===== config.mk =====
export PLATFORM = sky130hd
export DESIGN_NAME = nrbf_ctrl
export DESIGN_NICKNAME = d
export VERILOG_FILES = /design/src/hdl/nrbf_pkg.sv /design/src/hdl/nrbf_ctrl.sv
export SDC_FILE = /design/constraint.sdc
export NUM_CORES = 1
export LEC_CHECK = 0
export BUFFER_PORTS_ARGS = -buffer_cell sky130_fd_sc_hd__buf_2
export CAP_MARGIN = 20
export CORE_MARGIN = 2
export CORE_UTILIZATION = 45
export DETAILED_ROUTE_END_ITERATION = 8
export HOLD_SLACK_MARGIN = 0.05
export PLACE_DENSITY = 0.79
export SETUP_SLACK_MARGIN = 0.02
export SLEW_MARGIN = 5
export SYNTH_ARGS = -nofsm -noshare
export SYNTH_HDL_FRONTEND = slang
export SYNTH_SLANG_ARGS = --single-unit

===== constraint.sdc =====
create_clock -name i_clk -period 2.93 [get_ports i_clk]
set_input_delay 0.879 -clock i_clk [delete_from_list [all_inputs] [get_ports i_clk]]
set_output_delay 0.879 -clock i_clk [all_outputs]
set_load 0.005 [all_outputs]

===== src/hdl/nrbf_pkg.sv =====
// Shared types and constants for the normalized RBF network evaluator.
// Holds the controller state type, the command and status structs, and the
// fixed-point constants. Depends on nothing.
package nrbf_pkg;

    localparam logic [1:0] CMD_WRITE = 2'd0;
    localparam logic [1:0] CMD_EVAL  = 2'd1;
    localparam logic [1:0] CMD_READ  = 2'd2;

    localparam int TBL_AW      = 8;
    localparam int TBL_DEPTH   = 256;
    localparam int EXP_STEPS   = 13;
    localparam int DIV_STEPS   = 15;
    localparam int RECIP_SHIFT = 27;

    localparam logic [20:0] RECIP_121 = 21'd1109237;
    localparam logic [19:0] A8_LIMIT  = 20'd991232;
    localparam logic [30:0] ONE_Q30   = 31'd1073741824;
    localparam logic [14:0] SAT_Q14   = 15'd16384;

    localparam logic [29:0] EXP_F [EXP_STEPS] = '{
        30'd1069555701, 30'd1065385899, 30'd1057095000, 30'd1040706262,
        30'd1008687096, 30'd947573834, 30'd836230973, 30'd651257337,
        30'd395007542, 30'd145315154, 30'd19666267, 30'd360200, 30'd121
    };

    typedef enum logic [3:0] {
        S_CLEAR,
        S_IDLE,
        S_READ,
        S_DIST,
        S_SCALE,
        S_RECIP,
        S_CORR,
        S_EXPO,
        S_ACC,
        S_DPREP,
        S_DCHK,
        S_DIV,
        S_FIN
    } t_state;

    typedef struct packed {
        logic              acc_in;
        logic              mem_clr;
        logic [TBL_AW-1:0] clr_addr;
        logic              dist_step;
        logic [1:0]        dim;
        logic              scale;
        logic              recip;
        logic              corr;
        logic              expo;
        logic [3:0]        exp_bit;
        logic              acc_step;
        logic              div_prep;
        logic              div_chk;
        logic              div_step;
        logic              fin_eval;
        logic              fin_read;
    } t_dp_cmd;

    typedef struct packed {
        logic last_basis;
    } t_dp_sts;

endpackage


===== src/hdl/nrbf_ctrl.sv =====
// Controller state machine of the normalized RBF network evaluator.
// Sequences the table clear, weight access, basis walk and final division.
// Depends on nrbf_pkg.
module nrbf_ctrl
    import nrbf_pkg::*;
#(
    parameter int DIMS = 4
) (
    input  logic       i_clk,
    input  logic       i_rst_n,
    input  logic       i_start,
    input  logic [1:0] i_cmd,
    input  t_dp_sts    i_sts,
    output t_dp_cmd    o_dp_cmd,
    output logic       o_busy
);

    t_state            r_state, n_state;
    logic [TBL_AW-1:0] r_clr, n_clr;
    logic [1:0]        r_dim, n_dim;
    logic [3:0]        r_bit, n_bit;
    logic [3:0]        r_dstep, n_dstep;

    always_ff @(posedge i_clk) begin
        if (!i_rst_n) begin
            r_state <= S_CLEAR;
            r_clr   <= '0;
            r_dim   <= '0;
            r_bit   <= '0;
            r_dstep <= '0;
        end else begin
            r_state <= n_state;
            r_clr   <= n_clr;
            r_dim   <= n_dim;
            r_bit   <= n_bit;
            r_dstep <= n_dstep;
        end
    end

    always_comb begin
        n_state = r_state;
        n_clr   = r_clr;
        n_dim   = r_dim;
        n_bit   = r_bit;
        n_dstep = r_dstep;
        case (r_state)
            S_CLEAR: begin
                n_clr = r_clr + 1'b1;
                if (r_clr == TBL_AW'(TBL_DEPTH - 1)) begin
                    n_state = S_IDLE;
                end
            end
            S_IDLE: begin
                n_dim = '0;
                if (i_start) begin
                    case (i_cmd)
                        CMD_READ: n_state = S_READ;
                        CMD_EVAL: n_state = S_DIST;
                        default:  n_state = S_IDLE;
                    endcase
                end
            end
            S_READ: n_state = S_IDLE;
            S_DIST: begin
                n_dim = r_dim + 1'b1;
                if (r_dim == 2'(DIMS - 1)) begin
                    n_state = S_SCALE;
                end
            end
            S_SCALE: n_state = S_RECIP;
            S_RECIP: n_state = S_CORR;
            S_CORR: begin
                n_bit   = '0;
                n_state = S_EXPO;
            end
            S_EXPO: begin
                n_bit = r_bit + 1'b1;
                if (r_bit == 4'(EXP_STEPS - 1)) begin
                    n_state = S_ACC;
                end
            end
            S_ACC: begin
                n_dim   = '0;
                n_state = i_sts.last_basis ? S_DPREP : S_DIST;
            end
            S_DPREP: n_state = S_DCHK;
            S_DCHK: begin
                n_dstep = '0;
                n_state = S_DIV;
            end
            S_DIV: begin
                n_dstep = r_dstep + 1'b1;
                if (r_dstep == 4'(DIV_STEPS - 1)) begin
                    n_state = S_FIN;
                end
            end
            S_FIN: n_state = S_IDLE;
            default: n_state = S_IDLE;
        endcase
    end

    always_comb begin
        o_dp_cmd          = '0;
        o_dp_cmd.clr_addr = r_clr;
        o_dp_cmd.dim      = r_dim;
        o_dp_cmd.exp_bit  = r_bit;
        o_busy            = 1'b1;
        case (r_state)
            S_CLEAR: o_dp_cmd.mem_clr = 1'b1;
            S_IDLE: begin
                o_busy          = 1'b0;
                o_dp_cmd.acc_in = i_start;
            end
            S_READ:  o_dp_cmd.fin_read = 1'b1;
            S_DIST:  o_dp_cmd.dist_step = 1'b1;
            S_SCALE: o_dp_cmd.scale = 1'b1;
            S_RECIP: o_dp_cmd.recip = 1'b1;
            S_CORR:  o_dp_cmd.corr = 1'b1;
            S_EXPO:  o_dp_cmd.expo = 1'b1;
            S_ACC:   o_dp_cmd.acc_step = 1'b1;
            S_DPREP: o_dp_cmd.div_prep = 1'b1;
            S_DCHK:  o_dp_cmd.div_chk = 1'b1;
            S_DIV:   o_dp_cmd.div_step = 1'b1;
            S_FIN:   o_dp_cmd.fin_eval = 1'b1;
            default: o_busy = 1'b1;
        endcase
    end

endmodule


---- Yosys cells after proc, flatten, opt, wreduce, memory -nomap -nowiden ----
Index checks and enable logic that the tools add are counted.
word-level totals
  bits of input ports ..................... 6
  register bits ........................... 22
  output and inout bits ................... 28
cells by class
  reductions and logical operators ........ 6
  $add $sub $neg .......................... 4
  eq/ne operators ......................... 23
  multiplexer cells ....................... 25
operators with widths
  kind                                                                    number
  4-bit one-hot mux with 11 select lines                                  1
  4-bit equality test (second input constant)                             7
  4-bit 2-to-1 mux                                                        6
  4-bit by 3-bit equality test with 1-bit output (second input constant)  4
  4-bit one-hot mux with 2 select lines                                   2
  1-bit 2-to-1 mux                                                        14
  2-bit inequality test (second input constant)                           5
  4-bit by 1-bit adder with 4-bit output (second input constant)          2
  8-bit by 1-bit adder with 8-bit output (second input constant)          1
  4-bit by 2-bit equality test with 1-bit output (second input constant)  2
  8-bit equality test (second input constant)                             1
  2-bit one-hot mux with 2 select lines                                   2
  2-bit nonzero test                                                      3
  5-bit AND reduction                                                     1
  2-bit equality test (second input constant)                             2
  4-bit by 1-bit equality test with 1-bit output (second input constant)  1
  4-bit zero test                                                         1
  2-bit by 1-bit adder with 2-bit output (second input constant)          1
  2-bit by 1-bit equality test with 1-bit output (second input constant)  1
  2-bit OR reduction                                                      1

---- Depth between registers and ports, before layout ----
  word-level depth ........................ 4
  mapped depth ............................ 6

---- Least setup slack after synthesis ----
No wires, ideal clock.
  kind .................................... in2out
  start ................................... input i_start
  end ..................................... output o_dp_cmd[26] (netlist name)
  data arrival time ....................... 1.016 ns
  setup slack ............................. 1.035 ns
  data required time ...................... 2.051 ns
  cell stages on the path ................. 1
  cell sequence ........................... and3_1
on the way
  word-level cells in the longest chain between the ends .. 1
ends and longest elaborated chain
  item              line              RTL
  from (decl)       nrbf_ctrl.sv:11   input logic i_start,
  1-bit 2-to-1 mux  nrbf_ctrl.sv:108  case (r_state)
  to (decl)         nrbf_ctrl.sv:14   output t_dp_cmd o_dp_cmd,
Every way passes these cells.

==> results.txt <==
Seq/Total Area, Yosys = 33.9%
Vias in the first global route = 1029
Slew @ Worst Pin = 0.601 ns
Max_slew headroom = 59.9%
Pin count of the biggest net entering global routing = 21
Setup bufs post-CTS = 0
Htree depth = 1
Required @ worst endpoint = 2.05 ns
Core Region = 2760 µm²
Die area = 3330 µm²
Initial DRC count = 30
Top Layer Used = met4
Max cap viols = 0
Syn_nets = 181
I/O pin count = 34
Die Height = 57.7 µm
R2R Path End = r_state[1]
Worst R2R Path Depth = 4
Met3 wire len = 138 µm
Final Non-Filler Cells = 228
Hold Fails Final Rpt = 0
R2R Setup Slk = 1.24 ns
Yosys warns = 0
Final ANT Viol Nets = 0
Antenna cells = 0
Final Util = 54.7%
Filler cell count = 286
Pint = 0.000389 W
Sw frac = 22.0%
R2r startpoint = r_state[2]
Wire length on met1 = 1.38 mm
Post-DP HPWL = 2.00 mm
Skew-Pair Late Insertion Delay = 0.30 ns
Worst Setup End Kind = output port
Reg clk slew, reported paths = 0.12 ns
Post-route setup TNS = 0 ns
CTS tree = built
Worst vdd ir = 0.236 mV
Comb pwr share = 4.8%
Leak pwr = 0.678 nW
NumNets Final = 211
P&R area growth vs syn = 16.1%
GR Overflow Total = 0
Num CTS Buffers = 3
Die width = 57.7 µm
WL/cell = 12.1 µm
EDFF count, synth = 0
Dpl cells = 224
RSZ-0062 raised after global routing = false
Sequential power share = 61.6%
Synthesized area per cell = 7.73 µm²
Synth Cell Area = 1300 µm²
Setup-failing EPs final = 0
#FFs+latches synth = 22
CP endpoint = o_dp_cmd[10]
Post-Synthesis Cells = 168
CP Data Arrival Time = 1.62 ns
Via count = 1224
First drt pass iteration count = 4
Critical path class = flip-flop to output port
Clk_skew = 0.00279 ns
Share of cells above drive strength 1 = 21.3%
Hold Path Class = flip-flop to flip-flop
Asr flop ratio synth = 0%
Root buffer cell = clkbuf_4
Via/cell ratio = 5.37
Fin Hold WS = 0.505 ns
Slew Limit Fails = 0
Hold-fix buffers, CTS = 0
Register Area = 440 µm²
Final worst-path cycle share = 85.2%
Setup crit start kind = flip-flop
Met2 wire length = 1.22 mm
Core Rows = 19
Min Tclk post-route = 2.50 ns
Wire length of the first global-routing pass = 4.53 mm
CP max FO = 14
CTS Sinks = 22
Status = finished clean
Distinct cells, synth = 38
Fmax = 0.401 GHz
Top_reg_cell synth = dfxtp_1
Power Density = 331 nW/µm²
Launch point of the critical path = r_state[1]
Area of the multi-input gates = 793 µm²
RD Place Congestion = 0.807
Total track usage = 17.0%
DR DRC count = 0
Final wirelength = 2.76 mm
Hold Crit Start = r_dstep[2]
Antenna violations before repair = 0
Clk buf depth = 2
NetSw = 0.000110 W
Post-CTS Resized = 0
Number of port buffers = 33
Clock group share of total power = 33.7%
Initial Util = 47.1%
-- cell usage in the layout (no fill, tap or decap), types with 3 or more instances in the layout --
cell      count
buf_2        33
nor2_1       31
a21oi_1      10
nor2b_1       3
nand2b_1      3
mux2i_1       3
nand3_1       5
nand2_1      12
and3_1        4
dfxtp_1      22
ha_1          7
inv_1         7
o21ai_0       6
clkbuf_4      3
nand4_1       5
nor3_1        6
xor2_1        5
-- cell type report --
class | instances | share of cell area [%]
clock buffer | 4 | 2.41
timing repair buffer | 34 | 11.5
inverter | 7 | 1.74
sequential | 22 | 29.2
multi-input combinational | 130 | 52.6
tap | 31 | 2.57
-- per-stage QoR --
stage | power (W) | worst slack [ns] | cell area (µm²)
after floorplan | 0.000326 | 1.04 | 1300
after global placement | 0.000337 | 0.828 | 1470
after detailed placement | 0.000337 | 0.803 | 1470
after CTS | 0.000504 | 0.444 | 1510
after global routing | 0.000520 | 0.319 | 1510
final | 0.000499 | 0.434 | 1510
-- registers in the layout, summed over array words and instances, names as in the netlist --
signal / count
r_dstep: 4
r_bit: 4
r_dim: 2
r_state: 4
r_clr: 8
-- how the worst min path moves through the flow --
stage            endpoint  slack, ns  cells after the start
6_report       r_dstep[2]       0.51                      2
5_1_grt          r_clr[7]       0.53                      2
4_1_cts        r_dstep[2]       0.51                      2
3_5_place_dp   r_dstep[2]       0.49                      2
3_3_place_gp   r_dstep[2]       0.48                      2
2_1_floorplan  r_dstep[2]       0.47                      2
-- power by group through the flow --
stage	registers [W]	logic (W)	clock network, W
after floorplan	0.000313	0.0000129	0
after global routing	0.000308	0.0000269	0.000186
after CTS	0.000307	0.0000239	0.000173
after global placement	0.000313	0.0000234	0
final	0.000307	0.0000237	0.000168
after detailed placement	0.000314	0.0000237	0
-- critical path, stage by stage (launching register included) --
cell and delay (ns):
dfxtp_1 0.67, nand2_1 0.29, nor2_1 0.21, buf_2 0.14
-- synth_stat cells, drive strengths merged, types with 2 or more instances --
| cell type | count | area [µm²] |
|---|---|---|
| clkbuf | 5 | 18.8 |
| and3 | 4 | 25.0 |
| nand2b | 3 | 18.8 |
| or2 | 2 | 12.5 |
| mux2i | 3 | 30.0 |
| xor2 | 5 | 43.8 |
| inv | 7 | 26.3 |
| a21oi | 10 | 50.1 |
| nand4 | 5 | 31.3 |
| a211o | 2 | 17.5 |
| dfxtp | 22 | 440 |
| o22ai | 2 | 12.5 |
| o21bai | 2 | 15.0 |
| nor2 | 31 | 116 |
| nand2 | 12 | 45.0 |
| nor3b | 2 | 15.0 |
| nand3b | 2 | 15.0 |
| and2 | 2 | 12.5 |
| nor2b | 3 | 18.8 |
| nor4 | 3 | 33.8 |
| nand3 | 6 | 35.0 |
| o21ai | 6 | 30.0 |
| a21o | 2 | 15.0 |
| nor3 | 6 | 30.0 |
| buf | 4 | 20.0 |
| ha | 7 | 87.6 |
-- per-layer routing --
| metal | global-route usage [%] | vias to the layer above |
|---|---|---|
| met5 | 0 | - |
| met4 | 6.98 | 0 |
| met3 | 2.46 | 2 |
| met2 | 26.1 | 32 |
| met1 | 23.9 | 547 |
| li1 | - | 643 |
-- cell families (layout without fill, tap and decap cells) --
logic type	count (synthesis)	after routing	synth area share, %
buffers and inverters	16	45	5.01
xor gates and xnor gates	6	6	4.05
and+or+nand+nor	82	82	32.0
AOI/OAI and AO/OA	32	32	16.0
DFF	22	22	33.9
adders and majority gates	7	7	6.74
muxes	3	3	2.31
(Power assumes the default switching activity.)
